==> config.mk <==
export PLATFORM = sky130hd
export DESIGN_NAME = nearest_medoid_assign_top_flat
export DESIGN_NICKNAME = d
export VERILOG_FILES = /design/src/design/nma_pkg.sv /design/src/design/nma_ifs.sv /design/src/design/nma_cfg_regs.sv /design/src/design/nma_row_min.sv /design/src/design/nma_err_acc.sv /design/src/design/nearest_medoid_assign_top.sv /design/src/flat_wrapper.sv
export SDC_FILE = /design/constraint.sdc
export NUM_CORES = 1
export LEC_CHECK = 0
export BUFFER_PORTS_ARGS = -buffer_cell sky130_fd_sc_hd__buf_2
export CORE_ASPECT_RATIO = 1.5
export CORE_MARGIN = 2
export CORE_UTILIZATION = 47
export CTS_CLUSTER_DIAMETER = 50
export DETAILED_ROUTE_END_ITERATION = 12
export GPL_ROUTABILITY_DRIVEN = 0
export HOLD_SLACK_MARGIN = 0.15
export PLACE_DENSITY_LB_ADDON = 0.2
export RECOVER_POWER = 25
export SLEW_MARGIN = 5
export SYNTH_ARGS = -nofsm -noshare
export SYNTH_HDL_FRONTEND = slang
export SYNTH_SLANG_ARGS = --single-unit
==> constraint.sdc <==
create_clock -name clk -period 7.9 [get_ports clk]
set_input_delay 1.58 -clock clk [delete_from_list [all_inputs] [get_ports clk]]
set_output_delay 1.58 -clock clk [all_outputs]
set_load 0.01 [all_outputs]
==> src/design/nma_pkg.sv <==
// nma_pkg: shared widths, types, register codes and the medoid slot lookup
// for the nearest-medoid assignment block. No dependencies.
`timescale 1ns / 1ps
`default_nettype none
package nma_pkg;

  localparam int MAX_SLOTS       = 4;
  localparam int SLOT_W          = (MAX_SLOTS > 1) ? $clog2(MAX_SLOTS) : 1;
  localparam int CNT_W           = SLOT_W + 1;
  localparam int OUT_SLOT_W      = 2;
  localparam int IDX_W           = 10;
  localparam int DIST_W          = 32;
  localparam int ERR_W           = 48;
  localparam int NCL_W           = 3;
  localparam int CFG_IDX_W       = 3;
  localparam int CFG_DATA_W      = 10;
  localparam int NUM_MEDOID_REGS = 4;

  localparam logic [CFG_IDX_W-1:0] REG_NUM_CLUSTERS = CFG_IDX_W'(0);
  localparam logic [CFG_IDX_W-1:0] REG_MEDOID_BASE  = CFG_IDX_W'(1);
  localparam logic [NCL_W-1:0]     NCL_RESET        = NCL_W'(2);

  typedef logic [IDX_W-1:0]  idx_t;
  typedef logic [DIST_W-1:0] dist_t;
  typedef logic [ERR_W-1:0]  err_t;
  typedef logic [SLOT_W-1:0] slot_t;
  typedef logic [CNT_W-1:0]  cnt_t;

  localparam dist_t DIST_ONES = {DIST_W{1'b1}};
  localparam dist_t DIST_SAT  = {{(DIST_W-1){1'b1}}, 1'b0};
  localparam err_t  ERR_MAX   = {ERR_W{1'b1}};

  typedef struct packed {
    cnt_t                   active;
    idx_t [MAX_SLOTS-1:0]   medoid;
  } cfg_t;

  typedef struct packed {
    idx_t  row_index;
    idx_t  column_index;
    dist_t distance;
    logic  row_end;
    logic  pass_end;
  } item_t;

  typedef struct packed {
    logic  hit;
    slot_t slot;
  } match_t;

  // End-of-row summary from the running minimum to the error accumulator
  typedef struct packed {
    logic  fire;
    idx_t  point;
    logic  self_hit;
    slot_t self_slot;
    logic  has_best;
    slot_t best_slot;
    dist_t best_dist;
    logic  pass_end;
  } row_sum_t;

  typedef struct packed {
    idx_t                  point_index;
    logic [OUT_SLOT_W-1:0] assigned_slot;
    dist_t                 added_error;
    logic                  is_medoid;
    err_t                  slot_error;
    err_t                  total_error;
    logic                  pass_done;
  } res_t;

  // Lowest active slot whose medoid index equals key
  function automatic match_t find_slot(cfg_t c, idx_t key);
    match_t m;
    m = '0;
    for (int s = MAX_SLOTS - 1; s >= 0; s--) begin
      if ((CNT_W'(s) < c.active) && (c.medoid[s] == key)) begin
        m.hit  = 1'b1;
        m.slot = SLOT_W'(s);
      end
    end
    return m;
  endfunction

endpackage
`default_nettype wire

==> src/design/nma_ifs.sv <==
// Handshake channels of the nearest-medoid assignment block: input words,
// result words and configuration writes. Depends on nma_pkg.
`timescale 1ns / 1ps
`default_nettype none
interface nma_item_if;
  import nma_pkg::*;
  logic  valid;
  logic  ready;
  idx_t  row_index;
  idx_t  column_index;
  dist_t distance;
  logic  row_end;
  logic  pass_end;
  modport source(output valid, row_index, column_index, distance, row_end, pass_end,
                 input ready);
  modport sink(input valid, row_index, column_index, distance, row_end, pass_end,
               output ready);
endinterface

interface nma_result_if;
  import nma_pkg::*;
  logic                  valid;
  logic                  ready;
  idx_t                  point_index;
  logic [OUT_SLOT_W-1:0] assigned_slot;
  dist_t                 added_error;
  logic                  is_medoid;
  err_t                  slot_error;
  err_t                  total_error;
  logic                  pass_done;
  modport source(output valid, point_index, assigned_slot, added_error, is_medoid,
                 slot_error, total_error, pass_done, input ready);
  modport sink(input valid, point_index, assigned_slot, added_error, is_medoid,
               slot_error, total_error, pass_done, output ready);
endinterface

interface nma_cfg_if;
  import nma_pkg::*;
  logic                  valid;
  logic                  ready;
  logic [CFG_IDX_W-1:0]  index;
  logic [CFG_DATA_W-1:0] data;
  modport source(output valid, index, data, input ready);
  modport sink(input valid, index, data, output ready);
endinterface
`default_nettype wire

==> src/design/nma_cfg_regs.sv <==
// nma_cfg_regs: slot count and medoid index registers with the clamped
// active slot count. Depends on nma_pkg and nma_cfg_if.
`timescale 1ns / 1ps
`default_nettype none
module nma_cfg_regs (
  input  wire logic         clk,
  input  wire logic         rst,
  nma_cfg_if.sink           cfg,
  output nma_pkg::cfg_t     cfg_out
);
  import nma_pkg::*;

  logic [NCL_W-1:0]     num_clusters;
  idx_t [MAX_SLOTS-1:0] medoid;

  assign cfg.ready = 1'b1;

  always_ff @(posedge clk) begin
    if (rst) begin
      num_clusters <= NCL_RESET;
      for (int s = 0; s < MAX_SLOTS; s++) begin
        medoid[s] <= IDX_W'(s);
      end
    end else if (cfg.valid) begin
      if (cfg.index == REG_NUM_CLUSTERS) begin
        num_clusters <= cfg.data[NCL_W-1:0];
      end
      for (int s = 0; s < MAX_SLOTS; s++) begin
        if (s < NUM_MEDOID_REGS && cfg.index == CFG_IDX_W'(int'(REG_MEDOID_BASE) + s)) begin
          medoid[s] <= cfg.data[IDX_W-1:0];
        end
      end
    end
  end

  // Zero acts as one slot, anything above the slot count as all slots
  always_comb begin
    cfg_out.medoid = medoid;
    if (num_clusters == '0) begin
      cfg_out.active = CNT_W'(1);
    end else if (int'(num_clusters) > MAX_SLOTS) begin
      cfg_out.active = CNT_W'(MAX_SLOTS);
    end else begin
      cfg_out.active = CNT_W'(num_clusters);
    end
  end
endmodule
`default_nettype wire

==> src/design/nma_row_min.sv <==
// nma_row_min: running minimum over the medoid columns of one distance row,
// plus the medoid lookup of the row's own point. Depends on nma_pkg.
`timescale 1ns / 1ps
`default_nettype none
module nma_row_min (
  input  wire logic         clk,
  input  wire logic         rst,
  input  wire logic         proc,
  input  nma_pkg::item_t    item,
  input  nma_pkg::cfg_t     cfg,
  output nma_pkg::row_sum_t sum
);
  import nma_pkg::*;

  dist_t  best_distance;
  slot_t  best_slot;
  logic   row_has_best;

  dist_t  cur_dist;
  match_t col_m;
  match_t self_m;
  logic   take;
  dist_t  best_distance_next;
  slot_t  best_slot_next;
  logic   row_has_best_next;

  always_comb begin
    cur_dist = (item.distance == DIST_ONES) ? DIST_SAT : item.distance;
    col_m    = find_slot(cfg, item.column_index);
    self_m   = find_slot(cfg, item.row_index);
    take     = col_m.hit && (!row_has_best || cur_dist < best_distance ||
               (cur_dist == best_distance && col_m.slot < best_slot));
    best_distance_next = take ? cur_dist   : best_distance;
    best_slot_next     = take ? col_m.slot : best_slot;
    row_has_best_next  = take | row_has_best;

    sum.fire      = proc & item.row_end;
    sum.point     = item.row_index;
    sum.self_hit  = self_m.hit;
    sum.self_slot = self_m.slot;
    sum.has_best  = row_has_best_next;
    sum.best_slot = best_slot_next;
    sum.best_dist = best_distance_next;
    sum.pass_end  = item.pass_end;
  end

  always_ff @(posedge clk) begin
    if (rst) begin
      best_distance <= DIST_ONES;
      best_slot     <= '0;
      row_has_best  <= 1'b0;
    end else if (proc) begin
      if (item.row_end) begin
        best_distance <= DIST_ONES;
        best_slot     <= '0;
        row_has_best  <= 1'b0;
      end else begin
        best_distance <= best_distance_next;
        best_slot     <= best_slot_next;
        row_has_best  <= row_has_best_next;
      end
    end
  end
endmodule
`default_nettype wire

==> src/design/nma_err_acc.sv <==
// nma_err_acc: per-slot and pass error sums with 48-bit saturation; forms
// the result word at the end of each row. Depends on nma_pkg.
`timescale 1ns / 1ps
`default_nettype none
module nma_err_acc (
  input  wire logic         clk,
  input  wire logic         rst,
  input  nma_pkg::row_sum_t sum,
  output nma_pkg::res_t     res
);
  import nma_pkg::*;

  err_t [MAX_SLOTS-1:0] slot_err;
  err_t                 pass_total;

  logic               upd;
  slot_t              slot;
  dist_t              added;
  err_t               cur;
  logic [ERR_W:0]     slot_sum;
  logic [ERR_W:0]     tot_sum;
  err_t               slot_err_next;
  err_t               pass_total_next;

  always_comb begin
    upd      = !sum.self_hit && sum.has_best;
    slot     = sum.self_hit ? sum.self_slot : (sum.has_best ? sum.best_slot : '0);
    added    = upd ? sum.best_dist : '0;
    cur      = slot_err[slot];
    slot_sum = {1'b0, cur} + (ERR_W + 1)'(added);
    tot_sum  = {1'b0, pass_total} + (ERR_W + 1)'(added);
    slot_err_next   = slot_sum[ERR_W] ? ERR_MAX : slot_sum[ERR_W-1:0];
    pass_total_next = tot_sum[ERR_W]  ? ERR_MAX : tot_sum[ERR_W-1:0];

    res.point_index   = sum.point;
    res.assigned_slot = OUT_SLOT_W'(slot);
    res.added_error   = added;
    res.is_medoid     = sum.self_hit;
    res.slot_error    = slot_err_next;
    res.total_error   = pass_total_next;
    res.pass_done     = sum.pass_end;
  end

  always_ff @(posedge clk) begin
    if (rst) begin
      slot_err   <= '0;
      pass_total <= '0;
    end else if (sum.fire) begin
      if (sum.pass_end) begin
        slot_err   <= '0;
        pass_total <= '0;
      end else if (upd) begin
        slot_err[slot] <= slot_err_next;
        pass_total     <= pass_total_next;
      end
    end
  end
endmodule
`default_nettype wire

==> src/design/nearest_medoid_assign_top.sv <==
// Nearest-medoid assignment: one distance word accepted per cycle while the input is not stalled.
// Path: a row-ending word is accepted into the input register, then processed by
// the row minimum and error accumulator and its result loaded into the result register.
// Throughput: one word per cycle while the input is not stalled;
// input stalls only while a finished result waits on the output.
// Reset (synchronous, active high) empties both registers, clears row and error state.
`timescale 1ns / 1ps
`default_nettype none
module nearest_medoid_assign_top (
  input  wire logic   clk,
  input  wire logic   rst,
  nma_item_if.sink    items,
  nma_result_if.source results,
  nma_cfg_if.sink     cfg
);
  import nma_pkg::*;

  cfg_t     cfg_q;
  item_t    s1_item;
  logic     s1_valid;
  logic     s1_fire;
  row_sum_t row_sum;
  res_t     res_comb;
  res_t     res_q;
  logic     out_valid;

  nma_cfg_regs u_cfg (
    .clk     (clk),
    .rst     (rst),
    .cfg     (cfg),
    .cfg_out (cfg_q)
  );

  nma_row_min u_row_min (
    .clk  (clk),
    .rst  (rst),
    .proc (s1_fire),
    .item (s1_item),
    .cfg  (cfg_q),
    .sum  (row_sum)
  );

  nma_err_acc u_err_acc (
    .clk (clk),
    .rst (rst),
    .sum (row_sum),
    .res (res_comb)
  );

  // A row-ending word needs room in the result register
  assign s1_fire     = s1_valid && (!s1_item.row_end || !out_valid || results.ready);
  assign items.ready = !s1_valid || s1_fire;

  always_ff @(posedge clk) begin
    if (rst) begin
      s1_valid <= 1'b0;
    end else if (items.ready) begin
      s1_valid <= items.valid;
    end
  end

  always_ff @(posedge clk) begin
    if (items.ready && items.valid) begin
      s1_item.row_index    <= items.row_index;
      s1_item.column_index <= items.column_index;
      s1_item.distance     <= items.distance;
      s1_item.row_end      <= items.row_end;
      s1_item.pass_end     <= items.pass_end;
    end
  end

  always_ff @(posedge clk) begin
    if (rst) begin
      out_valid <= 1'b0;
    end else if (s1_fire && s1_item.row_end) begin
      out_valid <= 1'b1;
    end else if (results.ready) begin
      out_valid <= 1'b0;
    end
  end

  always_ff @(posedge clk) begin
    if (s1_fire && s1_item.row_end) begin
      res_q <= res_comb;
    end
  end

  assign results.valid         = out_valid;
  assign results.point_index   = res_q.point_index;
  assign results.assigned_slot = res_q.assigned_slot;
  assign results.added_error   = res_q.added_error;
  assign results.is_medoid     = res_q.is_medoid;
  assign results.slot_error    = res_q.slot_error;
  assign results.total_error   = res_q.total_error;
  assign results.pass_done     = res_q.pass_done;
endmodule
`default_nettype wire

==> src/flat_wrapper.sv <==
// flat-port wrapper written by rule: the top's interface ports become plain ports
module nearest_medoid_assign_top_flat import nma_pkg::*;
  (clk, rst, items_valid, items_row_index, items_column_index, items_distance, items_row_end, items_pass_end, items_ready, results_valid, results_point_index, results_assigned_slot, results_added_error, results_is_medoid, results_slot_error, results_total_error, results_pass_done, results_ready, cfg_valid, cfg_index, cfg_data, cfg_ready);
  nma_item_if items_i ();
  nma_result_if results_i ();
  nma_cfg_if cfg_i ();
  input  wire logic clk;
  input  wire logic rst;
  input wire logic [$bits(items_i.valid)-1:0] items_valid;
  input wire logic [$bits(items_i.row_index)-1:0] items_row_index;
  input wire logic [$bits(items_i.column_index)-1:0] items_column_index;
  input wire logic [$bits(items_i.distance)-1:0] items_distance;
  input wire logic [$bits(items_i.row_end)-1:0] items_row_end;
  input wire logic [$bits(items_i.pass_end)-1:0] items_pass_end;
  output wire logic [$bits(items_i.ready)-1:0] items_ready;
  output wire logic [$bits(results_i.valid)-1:0] results_valid;
  output wire logic [$bits(results_i.point_index)-1:0] results_point_index;
  output wire logic [$bits(results_i.assigned_slot)-1:0] results_assigned_slot;
  output wire logic [$bits(results_i.added_error)-1:0] results_added_error;
  output wire logic [$bits(results_i.is_medoid)-1:0] results_is_medoid;
  output wire logic [$bits(results_i.slot_error)-1:0] results_slot_error;
  output wire logic [$bits(results_i.total_error)-1:0] results_total_error;
  output wire logic [$bits(results_i.pass_done)-1:0] results_pass_done;
  input wire logic [$bits(results_i.ready)-1:0] results_ready;
  input wire logic [$bits(cfg_i.valid)-1:0] cfg_valid;
  input wire logic [$bits(cfg_i.index)-1:0] cfg_index;
  input wire logic [$bits(cfg_i.data)-1:0] cfg_data;
  output wire logic [$bits(cfg_i.ready)-1:0] cfg_ready;
  assign items_i.valid = items_valid;
  assign items_i.row_index = items_row_index;
  assign items_i.column_index = items_column_index;
  assign items_i.distance = items_distance;
  assign items_i.row_end = items_row_end;
  assign items_i.pass_end = items_pass_end;
  assign items_ready = items_i.ready;
  assign results_valid = results_i.valid;
  assign results_point_index = results_i.point_index;
  assign results_assigned_slot = results_i.assigned_slot;
  assign results_added_error = results_i.added_error;
  assign results_is_medoid = results_i.is_medoid;
  assign results_slot_error = results_i.slot_error;
  assign results_total_error = results_i.total_error;
  assign results_pass_done = results_i.pass_done;
  assign results_i.ready = results_ready;
  assign cfg_i.valid = cfg_valid;
  assign cfg_i.index = cfg_index;
  assign cfg_i.data = cfg_data;
  assign cfg_ready = cfg_i.ready;
  nearest_medoid_assign_top u_core (.clk(clk), .rst(rst), .items(items_i), .results(results_i), .cfg(cfg_i));
endmodule
==> results of run 1 <==
==> worst paths after layout <==
kind / from / to / slack (ns)
worst min-delay path: u_core.u_err_acc.slot_err[99] / u_core.u_err_acc.slot_err[99] / 0.45
worst min register to register: u_core.u_err_acc.slot_err[99] / u_core.u_err_acc.slot_err[99] / 0.45
worst max register to register: u_core.s1_item[4] / u_core.results.total_error[39] / 0.42
worst max-delay path: u_core.s1_item[4] / u_core.results.total_error[39] / 0.42
==> layer usage <==
layer  share of wire [%]  GRT usage, %  routed length, um  up-vias
met5                   0             0                  0        -
met4                 5.2          13.6               3920        0
met3                 5.8          3.29               4380      201
met2                  51          49.2              38300      814
met1                  38          31.3              28600     9995
li1                    -             -                  -     9683
==> stage by stage <==
stage	power [W]	setup WS (ns)	utilization, %
4_1_cts	0.00572	0.0138	55.5
3_5_place_dp	0.00307	-0.00884	51.9
5_1_grt	0.00585	0.0244	55.6
3_3_place_gp	0.00307	0.0916	51.9
2_1_floorplan	0.00298	0.401	-
6_report	0.00568	0.424	55.6
==> area by class of cell <==
cell class | count | area share (%)
Multi-Input combinational cell | 1850 | 40.1
Antenna cell | 1 | 0.00869
Tap cell | 676 | 2.94
Clock buffer | 67 | 5.29
Sequential cell | 516 | 42.7
Inverter | 102 | 1.33
Timing Repair Buffer | 315 | 6.47
Clock inverter | 28 | 1.16
==> critical path, delay by kind of cell, from the launching register on <==
kind                     cells  cell delay (ns)
AO/OA/AOI/OAI               14             3.29
adder cells (fa/ha/maj)      2             0.46
AND/OR/NAND/NOR              9             2.06
multiplexers                 1             0.18
XOR/XNOR                     1             0.16
buffers and inverters        3             0.58
flip-flops                   1             0.49
==> kinds of logic (layout without fill, tap and decap cells) <==
| family | Yosys count | in the layout |
|---|---|---|
| AOI/OAI and AO/OA | 606 | 606 |
| adders and majority gates | 99 | 99 |
| muxes | 69 | 69 |
| xor gates and xnor gates | 146 | 146 |
| buffers and inverters | 262 | 512 |
| DFF | 516 | 516 |
| and+or+nand+nor | 929 | 929 |
| other | 1 | 2 |
==> cells in the final DEF, fill, tap and decap left out, drive strengths merged, types with 97 or more instances in the layout <==
master	synthesis	routed
nand2	485	485
clkbuf	134	116
o21ai	179	179
nor2	170	170
buf	26	266
dfxtp	320	320
ha	97	97
a21oi	122	122
inv	102	108
edfxtp	196	196
==> repair_timing <==
item                       in CTS  in global routing
gates resized for setup         2                 14
hold buffers                    0                  0
pin swaps                       1                  3
setup buffers                   0                  2
setup endpoints to repair     121                286
==> flip-flops by register name, indices dropped and copies added, names as in the netlist <==
register	count
u_core.results.point_index	10
u_core.u_row_min.best_distance	32
u_core.results.assigned_slot	2
u_core.results.added_error	32
u_core.results.slot_error	48
u_core.u_cfg.num_clusters	3
u_core.u_err_acc.pass_total	48
u_core.s1_item	54
u_core.results.pass_done	1
u_core.u_cfg.cfg_out	40
u_core.s1_valid	1
u_core.u_err_acc.slot_err	192
u_core.u_row_min.row_has_best	1
u_core.u_row_min.best_slot	2
u_core.results.valid	1
u_core.results.total_error	48
u_core.results.is_medoid	1
==> power by group <==
part	internal, W	leakage (nW)	switching (W)	total, W
logic	0.0000595	7.19	0.000136	0.000196
clock network	0.00157	0.915	0.00110	0.00267
registers	0.00279	4.62	0.0000322	0.00282
total	0.00442	12.7	0.00127	0.00568
==> metrics.txt, run 1 <==
Total Die Area 54,500 um^2; Synth Area in Simple Gates 17.0%; I/O pin count 217; GR Overflow Total 0; hold path depth 2; Worst-Margin Slew 3.29 ns; CTS Buf Count 51; Routed Antenna Nets 0; Iter 0 DRT Violations 1,310; mux share of post-synthesis cell area 2.84%; Initial Utilization 47.7%; RSZ-0062 raised after global routing false; sequential area share after synthesis 49.8%; Reg area 12,300 um^2; Multi-input gate area 11,500 um^2; clock root cell clkbuf_16; syn avg cell area 9.40 um^2; status complete, but fails checks; Fin. Hold Viols 0; synthesized cell area 24,700 um^2; Tmin final 7.48 ns; synthesized flop and latch total 516; Inst Count DP 3,457; die width 191 um; Syn Inst Count 2,628; top_reg_cell synth dfxtp_1; failing checks capacitance limit, slew limit; number of remaining DRC errors 0; Hold/Removal Path Class reg -> reg; first-pass GRT wire length 115 mm; Setup Skew 0.0288 ns; largest net degree at the start of global routing 69; Critical Path End Type flip-flop; number of vias per cell 5.82; P&R area growth vs syn 16.5%; initial antenna violation count 0; input/output buffers 215; fin crit share 94.6%; complex-gate fraction of the synthesized area 16.0%; Total GRT Usage 27.2%; Ys Warns 0; required time of the critical path 8.25 ns; Yosys top cell by area dfxtp_1; fillers 4,731; fraction of layout cells with a size suffix above 1 14.9%; Slew Viols, Final 154; worst hold slack 0.452 ns; First-pass DRT Iterations 7; top-count cell post-synth nand2_1; endpoints failing setup 0; die height 285 um; Final Non-Filler Cells 3,555; CP Launch Type flip-flop; PD cells 197 nW/um^2; Routed WL 75.2 mm; max_slew headroom -119%; fraction of the mapped netlist area in adder cells 5.07%; row cnt 102; vias in the first global route 20.6k; Distinct cells, synth 90; DP Area 26,900 um^2; Post-Synth XOR/XNOR Area 5.21%; crit-path max FO 19; nets@finish 3,007; Mapped Nets 2,799; Slowest-stage cell, CP or4_1; setup TNS 0 ns; max-cap violation count 3; FF-to-FF path depth 30; via count 20.7k; Crit Path Category reg -> reg; fin area 28,800 um^2; depth of the CTS H-tree 2; Pleak 12.7 nW; Clock Latency Late Sink 0.60 ns; top-area cell type share of the netlist area 25.9%; CTS tree done; Post-synth top cells nand2_1, dfxtp_1, edfxtp_1; largest family of logic cells by synthesized area simple AND/OR/NAND/NOR gates; core region area 51,800 um^2; routed length per instance 21.1 um; max incr delay on CP 0.51 ns; FMAX 134 MHz; Peak supply drop 0.192 mV; CTS Sinks 516; Crit path arrival time 7.83 ns; ys async rst share 0%; Clock transition at path regs 0.07 ns; Area contributors post-synth dfxtp_1, edfxtp_1, nand2_1, ha_1, o21ai_0; clock buffer depth 3; EDFF count, synth 196; hpwl dp 52.2 mm
Power figures use the tool's default switching activity.
==> inputs of run 2 (changes only) <==
--- a/config.mk
+++ b/config.mk
@@ -9,6 +9,7 @@
 export CORE_ASPECT_RATIO = 1.5
 export CORE_MARGIN = 2
 export CORE_UTILIZATION = 47
+export CTS_BUF_LIST = sky130_fd_sc_hd__clkbuf_16
 export CTS_CLUSTER_DIAMETER = 50
 export DETAILED_ROUTE_END_ITERATION = 12
 export GPL_ROUTABILITY_DRIVEN = 0
==> metrics.txt, run 2 (synthesized netlist as in run 1, its figures left out) <==
reg-to-reg slack, setup 0.46 ns; worst setup path startpoint u_core.s1_item[4]; Slowest-stage cell, CP or4_1; number of remaining DRC errors 0; first-pass GRT wire length 115 mm; Top Registers u_core.u_err_acc.slot_err: 192 flops, u_core.s1_item: 54 flops; Hold/Removal Path Class reg -> reg; PD cells 196 nW/um^2; Worst R2R End u_core.results.total_error[39]; vias in the first global route 20.6k; Final WS setup 0.456 ns; Routed Antenna Nets 0; Total Die Area 54,500 um^2; row cnt 102; CTS tree done; Crit Path Category reg -> reg; Clock Latency Late Sink 0.60 ns; fillers 4,737; hpwl dp 52.2 mm; core region area 51,800 um^2; P&R area growth vs syn 16.3%; clock root cell clkbuf_16; FF-to-FF path depth 30; DP Area 26,900 um^2; largest net degree at the start of global routing 69; Routed WL 75.0 mm; fraction of layout cells with a size suffix above 1 14.6%; Crit path arrival time 7.79 ns; Setup crit end u_core.results.total_error[39]; max incr delay on CP 0.51 ns; Pleak 12.7 nW; max FFs per register 192; Initial Utilization 47.7%; Slew Viols, Final 154; RSZ-0062 raised after global routing false; CTS Buf Count 51; Peak supply drop 0.192 mV; Tmin final 7.44 ns; nets@finish 3,007; die height 285 um; initial antenna violation count 0; I/O pin count 217; number of vias per cell 5.82; max_slew headroom -121%; crit-path max FO 19; input/output buffers 215; endpoints failing setup 0; fin area 28,700 um^2; First-pass DRT Iterations 5; required time of the critical path 8.25 ns; max-cap violation count 3; die width 191 um; CTS Sinks 516; Clock transition at path regs 0.07 ns; largest reg by FF count u_core.u_err_acc.slot_err; setup TNS 0 ns; depth of the CTS H-tree 2; Fin. Hold Viols 0; failing checks capacitance limit, slew limit; Setup Skew 0.0291 ns; commonest cells after routing, fill and taps aside nand2_1, dfxtp_1, edfxtp_1; routed length per instance 21.1 um; status complete, but fails checks; Worst-Margin Slew 3.32 ns; clock buffer depth 3; fin crit share 94.2%; most common cell after layout, fill and taps aside nand2_1; Hold Buf Count CTS 0; via count 20.7k; CP Launch Type flip-flop; GR Overflow Total 0; Critical Path End Type flip-flop; FMAX 134 MHz; Iter 0 DRT Violations 1,297; Critical R2R Launch u_core.s1_item[4]; Total GRT Usage 27.2%; Pwr Total 0.00562 W; Setup Slack @ Placement -0.00884 ns
-- run 2: cell count changes in the layout (fill, tap and decap cells not counted) --
cell and change:
clkbuf_8 -6, clkinv_1 +5, inv_1 +4, buf_2 -2, clkbuf_1 -2, inv_2 +1
-- run 2: per-layer routing --
layer	up-vias	global-route usage (%)	part of all wire, %
met5	-	0	0
met4	0	13.8	5.2
met3	205	3.19	6.0
met2	836	49.1	51
met1	9957	31.3	38
li1	9685	-	-
-- run 2: report_power, final --
| part | switching, W | total, W | internal, W |
|---|---|---|---|
| clock | 0.00109 | 0.00260 | 0.00151 |
| combinational | 0.000136 | 0.000196 | 0.0000595 |
| sequential | 0.0000322 | 0.00282 | 0.00279 |
| total | 0.00126 | 0.00562 | 0.00435 |
-- run 2: timing repair --
| action | 4_1_cts | 5_1_grt |
|---|---|---|
| buffers inserted | 0 | 2 |
| pin swaps | 1 | 3 |
| setup endpoints to repair | 122 | 283 |
| gates cloned | 0 | 0 |
| resized for setup | 2 | 14 |
-- run 2: cell type report --
cell class                 instances  area (um^2)  area share (%)
tap                              676          846            2.94
sequential                       516        12300            42.8
timing repair buffer             315         1860            6.48
multi-input combinational       1850        11500            40.2
clock buffer                      57         1430            4.97
clock inverter                    38          373            1.30
inverter                         102          383            1.33
antenna                            1         2.50         0.00871
-- run 2: worst max-delay path, delay by kind of cell, from the launching register on --
| family | cells | cell delay (ns) |
|---|---|---|
| buf+inv | 3 | 0.58 |
| xor+xnor | 1 | 0.16 |
| compound gates | 14 | 3.25 |
| simple gates | 9 | 2.05 |
| flops | 1 | 0.49 |
| mux | 1 | 0.18 |
| fa+ha+maj | 2 | 0.47 |
-- run 2: through the flow --
stage | hold slack [ns] | utilization [%] | cells
3_5_place_dp | 0.442 | 51.9 | 3457
6_report | 0.450 | 55.4 | 3555
2_1_floorplan | 0.421 | - | 2628
4_1_cts | 0.451 | 55.4 | 3552
5_1_grt | 0.471 | 55.4 | 3554
3_3_place_gp | 0.433 | 51.9 | 3457
-- run 2: how the worst min path moves through the flow --
| stage | startpoint | slack [ns] | endpoint | depth (start not counted) |
|---|---|---|---|---|
| after global placement | u_core.u_err_acc.slot_err[50] | 0.43 | u_core.u_err_acc.slot_err[50] | 2 |
| after CTS | u_core.u_err_acc.slot_err[30] | 0.45 | u_core.u_err_acc.slot_err[30] | 2 |
| after floorplan | u_core.s1_item[45] | 0.42 | u_core.results.point_index[1] | 0 |
| after global routing | u_core.u_err_acc.slot_err[30] | 0.47 | u_core.u_err_acc.slot_err[30] | 2 |
| after detailed placement | u_core.u_err_acc.slot_err[99] | 0.44 | u_core.u_err_acc.slot_err[99] | 2 |
| final | u_core.u_err_acc.slot_err[30] | 0.45 | u_core.u_err_acc.slot_err[30] | 2 |
==> inputs of run 3 (changes only) <==
--- a/config.mk
+++ b/config.mk
@@ -8,7 +8,7 @@
 export BUFFER_PORTS_ARGS = -buffer_cell sky130_fd_sc_hd__buf_2
 export CORE_ASPECT_RATIO = 1.5
 export CORE_MARGIN = 2
-export CORE_UTILIZATION = 47
+export CORE_UTILIZATION = 54
 export CTS_BUF_LIST = sky130_fd_sc_hd__clkbuf_16
 export CTS_CLUSTER_DIAMETER = 50
 export DETAILED_ROUTE_END_ITERATION = 12
==> metrics.txt, run 3 (synthesized netlist as in run 1, its figures left out) <==
Inst Count DP 3,347; fraction of layout cells with a size suffix above 1 13.8%; Routed Antenna Nets 0; endpoints failing setup 0; initial antenna violation count 0; CTS Buf Count 50; Peak supply drop 0.197 mV; largest net degree at the start of global routing 68; via count 20.3k; Top Registers u_core.u_err_acc.slot_err: 192 flops, u_core.s1_item: 54 flops; Iter 0 DRT Violations 1,525; fin crit share 95.6%; die width 179 um; CP bufs+invs 3; Critical Path End Type flip-flop; commonest cells after routing, fill and taps aside nand2_1, dfxtp_1, edfxtp_1; PD cells 191 nW/um^2; die height 266 um; Total Die Area 47,500 um^2; Setup Slack @ Placement 0.00906 ns; depth of the CTS H-tree 2; most common cell after layout, fill and taps aside nand2_1; Final Non-Filler Cells 3,445; P&R area growth vs syn 14.7%; Slowest-stage cell, CP edfxtp_1; required time of the critical path 8.22 ns; max_slew headroom -110%; diode count 0; input/output buffers 215; clock root cell clkbuf_16; Initial Utilization 54.3%; status complete, but fails checks; number of vias per cell 5.90; Pleak 12.5 nW; GR Overflow Total 0; CP Launch Type flip-flop; max-cap violation count 3; max FFs per register 192; fin area 28,300 um^2; CTS Sinks 516; setup TNS 0 ns; failing checks capacitance limit, slew limit; max incr delay on CP 0.48 ns; Final WS setup 0.351 ns; Slew Viols, Final 174; CTS tree done; core region area 45,500 um^2; hpwl dp 48.8 mm; number of remaining DRC errors 0; first-pass GRT wire length 108 mm; Hold Buf Count CTS 0; FMAX 132 MHz; Tmin final 7.55 ns; I/O pin count 217; Setup Skew 0.0274 ns; crit-path max FO 10; cell family with the largest share of critical-path delay simple AND/OR/NAND/NOR gates; row cnt 96; Fin. Hold Viols 0; Routed WL 69.8 mm; First-pass DRT Iterations 5; Clock Latency Late Sink 0.58 ns; fillers 3,863; clock buffer depth 3; Hold/Removal Path Class reg -> reg; Crit Path Category reg -> reg; nets@finish 2,987; routed length per instance 20.3 um; Worst-Margin Slew 3.15 ns; largest reg by FF count u_core.u_err_acc.slot_err; Total GRT Usage 28.9%; Crit path arrival time 7.87 ns; Clock transition at path regs 0.06 ns; DP Area 26,600 um^2; vias in the first global route 19.9k
==> run 3: cell count changes in the layout (fill, tap and decap cells not counted), moves of 5 or more <==
cell and change:
buf_4 -20, clkbuf_1 +13, buf_2 -12, nor2_1 -7, nor2_2 +7, clkbuf_16 -5
==> run 3: area by class of cell <==
type | count | area [um^2] | share of cell area (%)
Clock buffer | 52 | 1300 | 4.59
Clock inverter | 41 | 337 | 1.19
Inverter | 102 | 383 | 1.35
Multi-Input combinational cell | 1850 | 11600 | 40.9
Sequential cell | 516 | 12300 | 43.4
Tap cell | 588 | 736 | 2.60
Timing Repair Buffer | 296 | 1700 | 5.99
==> run 3: worst paths after layout <==
| kind | end | cells after the start | from | slack, ns |
|---|---|---|---|---|
| max | u_core.results.total_error[39] | 29 | u_core.s1_item[43] | 0.35 |
| max reg2reg | u_core.results.total_error[39] | 29 | u_core.s1_item[43] | 0.35 |
| min | u_core.u_err_acc.slot_err[93] | 2 | u_core.u_err_acc.slot_err[93] | 0.45 |
| min reg2reg | u_core.u_err_acc.slot_err[93] | 2 | u_core.u_err_acc.slot_err[93] | 0.45 |
==> run 3: worst min-delay path, cell delays in order (launching register included) <==
cell and delay [ns]:
dfxtp_1 0.32, nand2_1 0.04, o21ai_0 0.05
==> run 3: report_power, final <==
group / internal, W / switching, W
clock network: 0.00134 / 0.00106
registers: 0.00279 / 0.0000314
logic: 0.0000591 / 0.000133
total: 0.00418 / 0.00122
==> run 3: per-layer routing <==
| layer | routed length (um) | GRT usage [%] | up-vias |
|---|---|---|---|
| met3 | 3940 | 3.21 | 184 |
| met4 | 3730 | 15.1 | 0 |
| met5 | 0 | 0 | - |
| met1 | 26800 | 34.0 | 9741 |
| met2 | 35300 | 51.3 | 766 |
| li1 | - | - | 9644 |
==> run 3: stage by stage <==
step	power (W)	util, %	hold WS [ns]
2_1_floorplan	0.00298	-	0.421
3_3_place_gp	0.00306	58.5	0.432
3_5_place_dp	0.00307	58.5	0.440
4_1_cts	0.00543	62.1	0.455
5_1_grt	0.00555	62.2	0.472
6_report	0.00540	62.2	0.453
==> run 3: repair_timing <==
| action | 4_1_cts | 5_1_grt |
|---|---|---|
| hold endpoints to repair | 0 | 0 |
| buffers inserted | 0 | 4 |
| endpoints found under the setup margin | 18 | 326 |
| gates resized for setup | 2 | 32 |
| pin swaps | 0 | 2 |
